<file path="config.mk">
export PLATFORM = sky130hd
export DESIGN_NAME = sensor_frame_deframer_core
export DESIGN_NICKNAME = d
export VERILOG_FILES = /design/src/sfd_pkg.sv /design/src/sfd_front.sv /design/src/sfd_queue.sv /design/src/sfd_back.sv /design/src/sensor_frame_deframer_core.sv
export SDC_FILE = /design/constraint.sdc
export NUM_CORES = 1
export LEC_CHECK = 0
export BUFFER_PORTS_ARGS = -buffer_cell sky130_fd_sc_hd__buf_2
export CAP_MARGIN = 20
export CORE_MARGIN = 2
export CORE_UTILIZATION = 62
export CTS_BUF_LIST = sky130_fd_sc_hd__clkbuf_4 sky130_fd_sc_hd__clkbuf_8 sky130_fd_sc_hd__clkbuf_16
export DETAILED_ROUTE_END_ITERATION = 8
export PLACE_DENSITY = 0.87
export SYNTH_ARGS = -nofsm -noshare
export SYNTH_HDL_FRONTEND = slang
export SYNTH_SLANG_ARGS = --single-unit
</file>
<file path="constraint.sdc">
create_clock -name clk -period 11.9 [get_ports clk]
set_input_delay 2.38 -clock clk [delete_from_list [all_inputs] [get_ports clk]]
set_output_delay 2.38 -clock clk [all_outputs]
set_load 0.01 [all_outputs]
</file>
<file path="src/sfd_pkg.sv">
// Shared types and constants for the sensor frame deframer.
// Used by the front parser, the operation queue, the back end and the top level.
`default_nettype none

package sfd_pkg;

	localparam logic [7:0] SYNC_RESET = 8'hAA;
	localparam logic [7:0] CMD_RESET  = 8'h81;

	// Body length counts the command byte, so a 34-byte length field means 35 body bytes.
	localparam logic [16:0] GOOD_BODY_LEN = 17'd35;
	localparam logic [16:0] MIN_RECORD_LEN = 17'd2;
	localparam logic [16:0] CAPTURE_BYTES = 17'd31;

	localparam int QUEUE_DEPTH = 4;
	localparam int QPTR_W = $clog2(QUEUE_DEPTH);

	localparam logic REG_SYNC = 1'b0;
	localparam logic REG_CMD  = 1'b1;

	// Payload byte positions of the captured fields.
	localparam logic [4:0] IDX_ID      = 5'd0;
	localparam logic [4:0] IDX_HEAD_HI = 5'd6;
	localparam logic [4:0] IDX_HEAD_LO = 5'd7;
	localparam logic [4:0] IDX_X_3     = 5'd18;
	localparam logic [4:0] IDX_X_2     = 5'd19;
	localparam logic [4:0] IDX_X_1     = 5'd20;
	localparam logic [4:0] IDX_X_0     = 5'd21;
	localparam logic [4:0] IDX_Y_3     = 5'd22;
	localparam logic [4:0] IDX_Y_2     = 5'd23;
	localparam logic [4:0] IDX_Y_1     = 5'd24;
	localparam logic [4:0] IDX_Y_0     = 5'd25;
	localparam logic [4:0] IDX_RIGHT_HI = 5'd26;
	localparam logic [4:0] IDX_RIGHT_LO = 5'd27;
	localparam logic [4:0] IDX_LEFT_HI = 5'd28;
	localparam logic [4:0] IDX_LEFT_LO = 5'd29;
	localparam logic [4:0] IDX_MOTION  = 5'd30;

	// One operation handed from the parser to the back end.
	typedef struct packed {
		logic [7:0] data;
		logic       cap;
		logic [4:0] idx;
		logic       emit;
		logic       good;
	} sfd_op_t;

endpackage

`default_nettype wire

</file>
<file path="src/sfd_front.sv">
// Front parser of the deframer: hunts for sync, reads the length and walks the body.
// Emits capture and record operations as sfd_op_t; depends on sfd_pkg.
`default_nettype none

module sfd_front
	import sfd_pkg::*;
(
	input  wire logic       clk,
	input  wire logic       arst_n,
	input  wire logic       take,
	input  wire logic [7:0] rx_byte,
	input  wire logic [7:0] sync_byte,
	input  wire logic [7:0] record_command,
	output sfd_op_t         op,
	output logic            op_push
);

	localparam logic [1:0] PH_HUNT   = 2'd0;
	localparam logic [1:0] PH_LEN_HI = 2'd1;
	localparam logic [1:0] PH_LEN_LO = 2'd2;
	localparam logic [1:0] PH_BODY   = 2'd3;

	logic [1:0]  phase_q;
	logic [7:0]  len_hi_q;
	logic [16:0] body_length_q;
	logic [16:0] body_index_q;
	logic [7:0]  frame_command_q;

	logic [16:0] next_index;
	logic [16:0] pay_index;
	logic        last_byte;
	logic [7:0]  cmd_now;
	logic        in_body;

	assign in_body    = (phase_q == PH_BODY);
	assign next_index = body_index_q + 17'd1;
	assign pay_index  = body_index_q - 17'd1;
	assign last_byte  = in_body && !(next_index < body_length_q);
	assign cmd_now    = (body_index_q == 17'd0) ? rx_byte : frame_command_q;

	always_comb begin
		op.data = rx_byte;
		op.cap  = in_body && (body_index_q != 17'd0) && (pay_index < CAPTURE_BYTES);
		op.idx  = pay_index[4:0];
		op.emit = last_byte && !(body_length_q < MIN_RECORD_LEN) && (cmd_now == record_command);
		op.good = (body_length_q == GOOD_BODY_LEN);
		op_push = take && (op.cap || op.emit);
	end

	always_ff @(posedge clk or negedge arst_n) begin
		if (!arst_n) begin
			phase_q         <= PH_HUNT;
			len_hi_q        <= 8'd0;
			body_length_q   <= 17'd0;
			body_index_q    <= 17'd0;
			frame_command_q <= 8'd0;
		end else if (take) begin
			case (phase_q)
				PH_HUNT: begin
					if (rx_byte == sync_byte) begin
						phase_q <= PH_LEN_HI;
					end
				end
				PH_LEN_HI: begin
					len_hi_q <= rx_byte;
					phase_q  <= PH_LEN_LO;
				end
				PH_LEN_LO: begin
					body_length_q <= {1'b0, len_hi_q, rx_byte} + 17'd1;
					body_index_q  <= 17'd0;
					phase_q       <= PH_BODY;
				end
				PH_BODY: begin
					if (body_index_q == 17'd0) begin
						frame_command_q <= rx_byte;
					end
					if (last_byte) begin
						body_index_q <= 17'd0;
						phase_q      <= PH_HUNT;
					end else begin
						body_index_q <= next_index;
					end
				end
				default: begin
					phase_q <= PH_HUNT;
				end
			endcase
		end
	end

endmodule

`default_nettype wire

</file>
<file path="src/sfd_queue.sv">
// Short operation queue between the front parser and the back end.
// Holds sfd_op_t entries; depends on sfd_pkg.
`default_nettype none

module sfd_queue
	import sfd_pkg::*;
(
	input  wire logic clk,
	input  wire logic arst_n,
	input  wire logic push,
	input  sfd_op_t   push_op,
	input  wire logic pop,
	output sfd_op_t   head_op,
	output logic      not_empty,
	output logic      full
);

	sfd_op_t           entry_q [QUEUE_DEPTH];
	logic [QPTR_W-1:0] wr_ptr_q;
	logic [QPTR_W-1:0] rd_ptr_q;
	logic [QPTR_W:0]   count_q;

	assign not_empty = (count_q != '0);
	assign full      = (count_q == (QPTR_W+1)'(QUEUE_DEPTH));
	assign head_op   = entry_q[rd_ptr_q];

	always_ff @(posedge clk) begin
		if (push) begin
			entry_q[wr_ptr_q] <= push_op;
		end
	end

	always_ff @(posedge clk or negedge arst_n) begin
		if (!arst_n) begin
			wr_ptr_q <= '0;
			rd_ptr_q <= '0;
			count_q  <= '0;
		end else begin
			if (push) begin
				wr_ptr_q <= wr_ptr_q + 1'b1;
			end
			if (pop) begin
				rd_ptr_q <= rd_ptr_q + 1'b1;
			end
			case ({push, pop})
				2'b10:   count_q <= count_q + 1'b1;
				2'b01:   count_q <= count_q - 1'b1;
				default: count_q <= count_q;
			endcase
		end
	end

endmodule

`default_nettype wire

</file>
<file path="src/sfd_back.sv">
// Back end of the deframer: applies captured payload bytes and builds records.
// Drives the record output register; depends on sfd_pkg.
`default_nettype none

module sfd_back
	import sfd_pkg::*;
(
	input  wire logic   clk,
	input  wire logic   arst_n,
	input  sfd_op_t     head_op,
	input  wire logic   not_empty,
	output logic        pop,
	output logic        out_valid,
	input  wire logic   out_stall,
	output logic [7:0]  record_id,
	output logic [15:0] heading,
	output logic [31:0] pos_x_bits,
	output logic [31:0] pos_y_bits,
	output logic [15:0] right_range_mm,
	output logic [15:0] left_range_mm,
	output logic [7:0]  motion_direction,
	output logic        size_ok
);

	logic [7:0]  id_q;
	logic [15:0] head_q;
	logic [31:0] x_q;
	logic [31:0] y_q;
	logic [15:0] right_q;
	logic [15:0] left_q;
	logic [7:0]  motion_q;
	logic        out_valid_q;
	logic        load;

	// A record op waits only while a previous record still sits unconsumed.
	assign pop  = not_empty && (!head_op.emit || !out_valid_q || !out_stall);
	assign load = pop && head_op.emit;
	assign out_valid = out_valid_q;

	always_ff @(posedge clk) begin
		if (pop && head_op.cap) begin
			case (head_op.idx)
				IDX_ID:       id_q          <= head_op.data;
				IDX_HEAD_HI:  head_q[15:8]  <= head_op.data;
				IDX_HEAD_LO:  head_q[7:0]   <= head_op.data;
				IDX_X_3:      x_q[31:24]    <= head_op.data;
				IDX_X_2:      x_q[23:16]    <= head_op.data;
				IDX_X_1:      x_q[15:8]     <= head_op.data;
				IDX_X_0:      x_q[7:0]      <= head_op.data;
				IDX_Y_3:      y_q[31:24]    <= head_op.data;
				IDX_Y_2:      y_q[23:16]    <= head_op.data;
				IDX_Y_1:      y_q[15:8]     <= head_op.data;
				IDX_Y_0:      y_q[7:0]      <= head_op.data;
				IDX_RIGHT_HI: right_q[15:8] <= head_op.data;
				IDX_RIGHT_LO: right_q[7:0]  <= head_op.data;
				IDX_LEFT_HI:  left_q[15:8]  <= head_op.data;
				IDX_LEFT_LO:  left_q[7:0]   <= head_op.data;
				IDX_MOTION:   motion_q      <= head_op.data;
				default: begin
				end
			endcase
		end
	end

	// A record of the wrong length carries all-zero fields.
	always_ff @(posedge clk) begin
		if (load) begin
			record_id        <= head_op.good ? id_q     : 8'd0;
			heading          <= head_op.good ? head_q   : 16'd0;
			pos_x_bits       <= head_op.good ? x_q      : 32'd0;
			pos_y_bits       <= head_op.good ? y_q      : 32'd0;
			right_range_mm   <= head_op.good ? right_q  : 16'd0;
			left_range_mm    <= head_op.good ? left_q   : 16'd0;
			motion_direction <= head_op.good ? motion_q : 8'd0;
			size_ok          <= head_op.good;
		end
	end

	always_ff @(posedge clk or negedge arst_n) begin
		if (!arst_n) begin
			out_valid_q <= 1'b0;
		end else if (load) begin
			out_valid_q <= 1'b1;
		end else if (!out_stall) begin
			out_valid_q <= 1'b0;
		end
	end

endmodule

`default_nettype wire

</file>
<file path="src/sensor_frame_deframer_core.sv">
// Sensor frame deframer top level: parser, operation queue, record back end, APB registers.
// Takes one byte per cycle while the queue is not full; a record frame's last byte is queued,
// then loaded into the output register once it heads the queue and the output is free.
// A stalled output backs up the four-entry queue before the byte input stalls.
// arst_n clears the parser to sync hunting, empties the queue and restores the registers.
`default_nettype none

module sensor_frame_deframer_core
	import sfd_pkg::*;
(
	input  wire logic        clk,
	input  wire logic        arst_n,
	input  wire logic        psel,
	input  wire logic        penable,
	input  wire logic        pwrite,
	input  wire logic [2:0]  paddr,
	input  wire logic [31:0] pwdata,
	output logic [31:0]      prdata,
	output logic             pready,
	input  wire logic        in_valid,
	output logic             in_stall,
	input  wire logic [7:0]  rx_byte,
	output logic             out_valid,
	input  wire logic        out_stall,
	output logic [7:0]       record_id,
	output logic [15:0]      heading,
	output logic [31:0]      pos_x_bits,
	output logic [31:0]      pos_y_bits,
	output logic [15:0]      right_range_mm,
	output logic [15:0]      left_range_mm,
	output logic [7:0]       motion_direction,
	output logic             size_ok
);

	logic [7:0] sync_byte_q;
	logic [7:0] record_command_q;
	logic       cfg_write;
	logic       take;
	logic       q_full;
	logic       q_not_empty;
	logic       op_push;
	logic       op_pop;
	sfd_op_t    front_op;
	sfd_op_t    head_op;

	assign pready    = 1'b1;
	assign cfg_write = psel && penable && pwrite && pready;
	assign prdata    = (paddr[2] == REG_CMD) ? {24'd0, record_command_q} : {24'd0, sync_byte_q};

	always_ff @(posedge clk or negedge arst_n) begin
		if (!arst_n) begin
			sync_byte_q      <= SYNC_RESET;
			record_command_q <= CMD_RESET;
		end else if (cfg_write) begin
			if (paddr[2] == REG_SYNC) begin
				sync_byte_q <= pwdata[7:0];
			end else begin
				record_command_q <= pwdata[7:0];
			end
		end
	end

	assign in_stall = q_full;
	assign take     = in_valid && !q_full;

	sfd_front u_front (
		.clk            (clk),
		.arst_n         (arst_n),
		.take           (take),
		.rx_byte        (rx_byte),
		.sync_byte      (sync_byte_q),
		.record_command (record_command_q),
		.op             (front_op),
		.op_push        (op_push)
	);

	sfd_queue u_queue (
		.clk       (clk),
		.arst_n    (arst_n),
		.push      (op_push),
		.push_op   (front_op),
		.pop       (op_pop),
		.head_op   (head_op),
		.not_empty (q_not_empty),
		.full      (q_full)
	);

	sfd_back u_back (
		.clk              (clk),
		.arst_n           (arst_n),
		.head_op          (head_op),
		.not_empty        (q_not_empty),
		.pop              (op_pop),
		.out_valid        (out_valid),
		.out_stall        (out_stall),
		.record_id        (record_id),
		.heading          (heading),
		.pos_x_bits       (pos_x_bits),
		.pos_y_bits       (pos_y_bits),
		.right_range_mm   (right_range_mm),
		.left_range_mm    (left_range_mm),
		.motion_direction (motion_direction),
		.size_ok          (size_ok)
	);

endmodule

`default_nettype wire

</file>
==> reports/metrics.yaml, run 1 <==
run_status: "completed"
critPathLaunchType: "primary input"
via_count: 8917
initial_core_util_pct: 63.3
finalHoldViolations: 0
fillers: 1417
grt_pass1_wl_um: 50500
async_flop_share_pct: 19.1
cts_hold_buf: 0
synthTopCellsByArea: "edfxtp_1, dfrtp_1, and2_1, mux2_2, ha_1"
fin_tns_setup_ps: 0
synth_top_area_share_pct: 60.5
clk_latency_ps: 540
placeableCoreArea_um2: 25200
skew_ps: 44.7
crit_top_cell: "buf_2"
ys_ff_latch: 397
antenna_found_initial: 0
internal_power_mw: 2.78
worstSetupPathType: "primary input to output port"
crit_required_ps: 9520
regArea_um2: 11500
synth_flop_cell: "edfxtp_1"
maxCapViolCount: 0
nets: 1265
cp_data_arrival_time_ps: 3110
irDropWorstVdd_mv: 0.183
final_cell_mix: "edfxtp_1, buf_2, and2_1"
synth_edf_count: 321
drtIter0Drc: 817
finalSetupViolations: 0
p_per_area_nw_per_um2: 219
path_cells: "buf_2 -> mux2_2 -> buf_2"
pin_count: 214
ant_nets: 0
cts.sinks: 397
cp_top_family: "multiplexers"
cp.buffers_inverters: 2
num_antenna_cells: 0
syn_avg_cell_area_um2: 15.7
drc: 0
leakagePower_nw: 7.04
power_frac_comb_pct: 21.5
hold_start: "u_queue.count_q[2]"
overflow: 0
tightest_slew_ps: 1010
cts_tree: "yes"
port_buffers: 162
grt_setup_unrepaired: "false"
period_needed_ps: 5490
critPathMaxFanout: 10
r2r_end: "u_queue.entry_q[1][6]"
yosysTopAreaCell: "edfxtp_1"
drive_gt1_share_pct: 24.3
dp_hpwl_um: 18900
r2r_cells: 14
seq_power_share_pct: 49.2
drt-pass1-iter-count: 5
grt_pass1_vias: 8872
fmax_mhz: 182
cp-end-kind: "output port"
place_congestion: 0.843
h-tree-depth: 2
reg2reg_slack_ps: 7310
min_path_cells: 1
synthCells: 1018
die_area_um2: 27000
area_growth_pct: 13.8
wl_per_cell_um: 21.7
clk_pin_slew_ps: 60
reg2reg_from: "u_front.body_index_q[1]"
wl_um: 33500
cts_root_buffer: "clkbuf_16"
yosys_warnings: 0
cts_setup_buffers: 0
syn_area_um2: 15900
switchingPower_mw: 1.20
vias_per_cell: 5.79
finalMaxSlewViolations: 0
whs_ps: 500
clkPwrFrac_pct: 29.3
track_usage_pct: 25.1
ys_types: 57
multi_input_area_um2: 3990
yosysSeqAreaShare_pct: 72.5
cp_slowest_cell: "mux2_2"
worstHoldEndpoint: "u_queue.count_q[2]"
ctsResizeCount: 0
hold_class: "register to register"
swShare_pct: 30.1
grt_max_degree: 130
die_w_um: 164
cpPeakStageDelay_ps: 370
numCtsBuffers: 38
finalCritPeriodShare_pct: 46.2
die_h_um: 164
rows: 58
slew_headroom_pct: 32.2
final_common_cell: "edfxtp_1"
clockBufferDepth: 3
## worst reg2reg max path: cells and delay by family (launching register included)
| kind | cells | cell delay, ps |
|---|---|---|
| AO/OA/AOI/OAI | 5 | 1330 |
| XOR/XNOR | 1 | 170 |
| adder cells (fa/ha/maj) | 2 | 650 |
| flip-flops | 1 | 510 |
| AND/OR/NAND/NOR | 6 | 1560 |
## cells in the mapped netlist, types with 3 or more instances
| master | count |
|---|---|
| nor3b_1 | 4 |
| o21ai_0 | 27 |
| a21o_1 | 8 |
| nor3_1 | 5 |
| buf_4 | 26 |
| inv_1 | 39 |
| clkbuf_1 | 36 |
| nand4_1 | 11 |
| mux2i_1 | 3 |
| xnor2_1 | 33 |
| ha_1 | 30 |
| dfstp_2 | 6 |
| nand2_1 | 48 |
| mux4_2 | 16 |
| and3_1 | 10 |
| mux2_2 | 36 |
| dfrtp_1 | 70 |
| and2_1 | 137 |
| nor2_1 | 38 |
| nor4_1 | 7 |
| edfxtp_1 | 321 |
| a21oi_1 | 11 |
| nor2b_1 | 3 |
| xor2_1 | 24 |
| o22ai_1 | 4 |
| a32o_1 | 10 |
| nand3_1 | 17 |
## sequential cells by signal (all words and copies together), names as in the netlist, 16 cells and up
signal,count
u_back.right_q,16
u_back.x_q,32
u_back.pos_x_bits,32
u_back.left_range_mm,16
u_back.heading,16
u_back.left_q,16
u_back.pos_y_bits,32
u_back.y_q,32
u_queue.entry_q,64
u_back.head_q,16
u_back.right_range_mm,16
u_front.body_length_q,17
u_front.body_index_q,17
## routing by layer
metal	global-route usage, %	vias to the layer above	wire length, um
li1	-	3958	-
met1	32.9	4445	13100
met2	43.8	454	17200
met3	4.17	60	2550
met4	6.82	0	704
met5	0	-	0
## stage by stage
step | instance area [um^2] | cells | power, mW | util (%) | setup WS [ps]
floorplan | 16000 | 1041 | 2.54 | - | 5660
global placement | 17000 | 1474 | 2.76 | 67.3 | 6400
detailed placement | 17000 | 1474 | 2.81 | 67.3 | 6400
CTS | 18100 | 1541 | 3.99 | 72.0 | 6400
global route | 18100 | 1541 | 4.15 | 72.0 | 6360
finish | 18100 | 1541 | 3.97 | 72.0 | 6410
## final cells by class
| class | instances | share of cell area (%) |
|---|---|---|
| sequential | 397 | 63.7 |
| multi-input combinational | 540 | 22.0 |
| inverter | 39 | 0.807 |
| clock inverter | 20 | 0.752 |
| tap | 330 | 2.28 |
| clock buffer | 47 | 5.75 |
| timing repair buffer | 168 | 4.72 |
## worst max-delay path by stage
stage / start / slack [ps] / endpoint / depth (start not counted)
after floorplan: out_stall / 5660 / u_back.heading[0] / 2
after global placement: paddr[2] / 6400 / prdata[1] / 3
after detailed placement: paddr[2] / 6400 / prdata[1] / 3
after CTS: paddr[2] / 6400 / prdata[1] / 3
after global routing: paddr[2] / 6360 / prdata[7] / 3
final: paddr[2] / 6410 / prdata[1] / 3
## kinds of logic (layout without fill, tap and decap cells)
group / Yosys count / in the layout / synth area share (%)
DFF: 397 / 397 / 72.5
and+or+nand+nor: 294 / 294 / 10.4
buffers and inverters: 104 / 274 / 3.11
AOI/OAI and AO/OA: 78 / 78 / 3.37
xor gates and xnor gates: 57 / 57 / 3.13
muxes: 55 / 55 / 4.99
adders and majority gates: 31 / 31 / 2.48
other: 2 / 25 / 0.0471
## power groups by stage
stage          registers, mW  clock network (mW)  logic, mW
6_report                1.96                1.16      0.853
3_3_place_gp            1.96                   0      0.799
5_1_grt                 1.97                1.23      0.943
4_1_cts                 1.96                1.18      0.857
3_5_place_dp            1.98                   0      0.839
2_1_floorplan           1.98                   0      0.558
Note: power is estimated with default switching activity, not from simulation.
==> inputs of run 2 (changes only) <==
CORE_UTILIZATION = 57   (was 62)
PLACE_DENSITY = 0.81   (was 0.87)
clock period = 5.7 ns   (was 11.9 ns; I/O delays follow)
==> run 2 against run 1 <==
Net effect:
- core utilization shrank 5.4 points
- combinational power grew 110%
- non-clock buffer count shrank 1
- final area grew 1.5%
- largest cell class unchanged
- clock-buffer cell count shrank 1
- register-to-register slack lost 6200 ps
- critical path depth grew 11
- sequential share of layout area shrank 0.94 points
- first-iteration DRC count shrank 23%
- via count shrank 3.4%
- sequential power grew 110%
==> reports/metrics.yaml, run 2 (same netlist as run 1, synthesis figures left out) <==
worstSetupPathType: "register to register"
irDropWorstVdd_mv: 0.287  # +57%
swShare_pct: 28.6  # -1.5 points
cp_slowest_cell: "and2_1"
finalCritPeriodShare_pct: 81.4
hold_class: "register to register"
h-tree-depth: 2  # unchanged
dp_slack_ps: 1200  # -5200 ps
area_growth_pct: 15.5
die_area_um2: 29300  # +8.6%
drt-pass1-iter-count: 5  # unchanged
finalSetupViolations: 0  # unchanged
multi_input_area_um2: 4000  # +0.16%
final_cell_mix: "edfxtp_1, buf_2, and2_1"
drc: 0  # unchanged
die_h_um: 171  # +4.2%
num_antenna_cells: 0  # unchanged
placeableCoreArea_um2: 27600  # +9.7%
grt_pass1_wl_um: 45500  # -9.8%
ant_nets: 0  # unchanged
antenna_found_initial: 0  # unchanged
clockBufferDepth: 3  # unchanged
wl_um: 29600  # -11%
die_w_um: 171  # +4.2%
final_common_cell: "edfxtp_1"
pin_count: 214  # unchanged
fin_cells: 1593  # +3.4%
slew_headroom_pct: 33.2  # +0.99 points
track_usage_pct: 20.5  # -4.6 points
power_frac_comb_pct: 20.8  # -0.7 points
grt_pass1_vias: 8374  # -5.6%
place_congestion: 0.840  # -0.26%
dp_hpwl_um: 18900  # -0.28%
finalHoldViolations: 0  # unchanged
maxCapViolCount: 0  # unchanged
clk_latency_ps: 530  # about the same
regMostFlops: "u_queue.entry_q"
path_cells: "ha_1 -> and3_1 -> nand3_1 -> nor2_1 -> nand2_1 -> xnor2_1 -> ha_1 -> nand2_1 -> o21ai_0 -> a211oi_1 -> a211o_1 -> a211o_1 -> a21boi_4 -> and2_1"
switchingPower_mw: 2.45  # +100%
clkPwrFrac_pct: 31.6  # +2.3 points
drive_gt1_share_pct: 24.6  # +0.33 points
initial_core_util_pct: 57.7  # -5.6 points
seq_power_share_pct: 47.5  # -1.7 points
nets: 1266  # +0.079%
overflow: 0  # unchanged
cp-end-kind: "register"
cts.sinks: 397  # unchanged
post-place-cells: 1521  # +3.2%
wl_per_cell_um: 18.6  # -14%
ctsResizeCount: 0  # unchanged
utilization_pct: 66.6  # -5.4 points
critPathLaunchType: "register"
cts_tree: "yes"
fillers: 1855  # +31%
largest_register_ff_count: 64  # unchanged
finalMaxSlewViolations: 0  # unchanged
run_status: "completed"
leakagePower_nw: 7.14  # +1.3%
fmax_mhz: 216
regArea_um2: 11500  # unchanged
fin_tns_setup_ps: 0  # unchanged
skew_ps: 12.3  # -32.4 ps
crit_required_ps: 5850  # -3670 ps
drtIter0Drc: 633  # -23%
cts_root_buffer: "clkbuf_16"
vias_per_cell: 5.41  # -6.6%
cpPeakStageDelay_ps: 720  # +350 ps
cp_data_arrival_time_ps: 4790  # +1680 ps
grt_max_degree: 73  # -44%
finalInstanceArea_um2: 18400  # +1.5%
internal_power_mw: 6.10  # +120%
period_needed_ps: 4640
placed_area_um2: 17000  # +0.42%
p_per_area_nw_per_um2: 464  # +110%
cts_setup_buffers: 0  # unchanged
critPathMaxFanout: 16  # +6
clk_pin_slew_ps: 60  # about the same
via_count: 8612  # -3.4%
port_buffers: 162  # unchanged
cts_hold_buf: 0  # unchanged
rows: 61  # +5.2%
power_mw: 8.55  # +120%
grt_setup_unrepaired: "false"
numCtsBuffers: 40  # +5.3%
setup_slack_ps: 1060  # -5340 ps
tightest_slew_ps: 999  # -14.8 ps
whs_ps: 486  # -14.1 ps
-- run 2: cell types whose count changed in the layout (fill, tap and decap cells not counted) --
cell	change
clkbuf_16	+1
clkinv_2	-1
nor4_1	-1
buf_12	+1
clkbuf_4	-2
clkinv_8	+1
bufinv_16	+6
buf_4	-2
nor4_2	+1
-- run 2: worst max-delay path: cells and delay by family (launching register included) --
family | cells | cell delay (ps)
and+or+nand+nor | 6 | 1520
AOI/OAI and AO/OA | 5 | 1370
DFF | 1 | 520
adders and majority gates | 2 | 650
xor gates and xnor gates | 1 | 180
-- run 2: final timing paths --
kind,from,end,slack [ps],depth (start not counted)
setup / recovery,u_front.body_index_q[0],u_queue.entry_q[0][13],1060,14
hold / removal,u_queue.count_q[2],u_queue.count_q[2],490,1
setup reg to reg,u_front.body_index_q[0],u_queue.entry_q[0][13],1060,14
hold reg to reg,u_queue.count_q[2],u_queue.count_q[2],490,1
max in group asynchronous,arst_n,u_queue.count_q[2],4030,2
min in group asynchronous,arst_n,sync_byte_q[2],570,1
-- run 2: routing by layer --
layer / GRT usage (%) / up-vias / share of wire [%] / wire (um)
met5: 0 / - / 0 / 0
met4: 5.82 / 0 / 2.0 / 597
met3: 3.15 / 55 / 6.5 / 1910
met2: 36.0 / 329 / 51 / 15100
met1: 26.8 / 4261 / 41 / 12000
li1: - / 3967 / - / -
-- run 2: cell type report --
| class | instances | area share [%] |
|---|---|---|
| Inverter | 39 | 0.795 |
| Clock inverter | 26 | 1.78 |
| Sequential cell | 397 | 62.7 |
| Timing Repair Buffer | 167 | 4.68 |
| Clock buffer | 46 | 5.72 |
| Multi-Input combinational cell | 540 | 21.7 |
| Tap cell | 378 | 2.57 |
-- run 2: power groups by stage --
stage / Sequential, mW / Combinational (mW) / Clock, mW
after floorplan: 4.14 / 1.17 / 0
after global placement: 4.10 / 1.70 / 0
after detailed placement: 4.12 / 1.77 / 0
after CTS: 4.06 / 1.80 / 2.74
after global routing: 4.11 / 1.97 / 2.85
final: 4.06 / 1.78 / 2.71
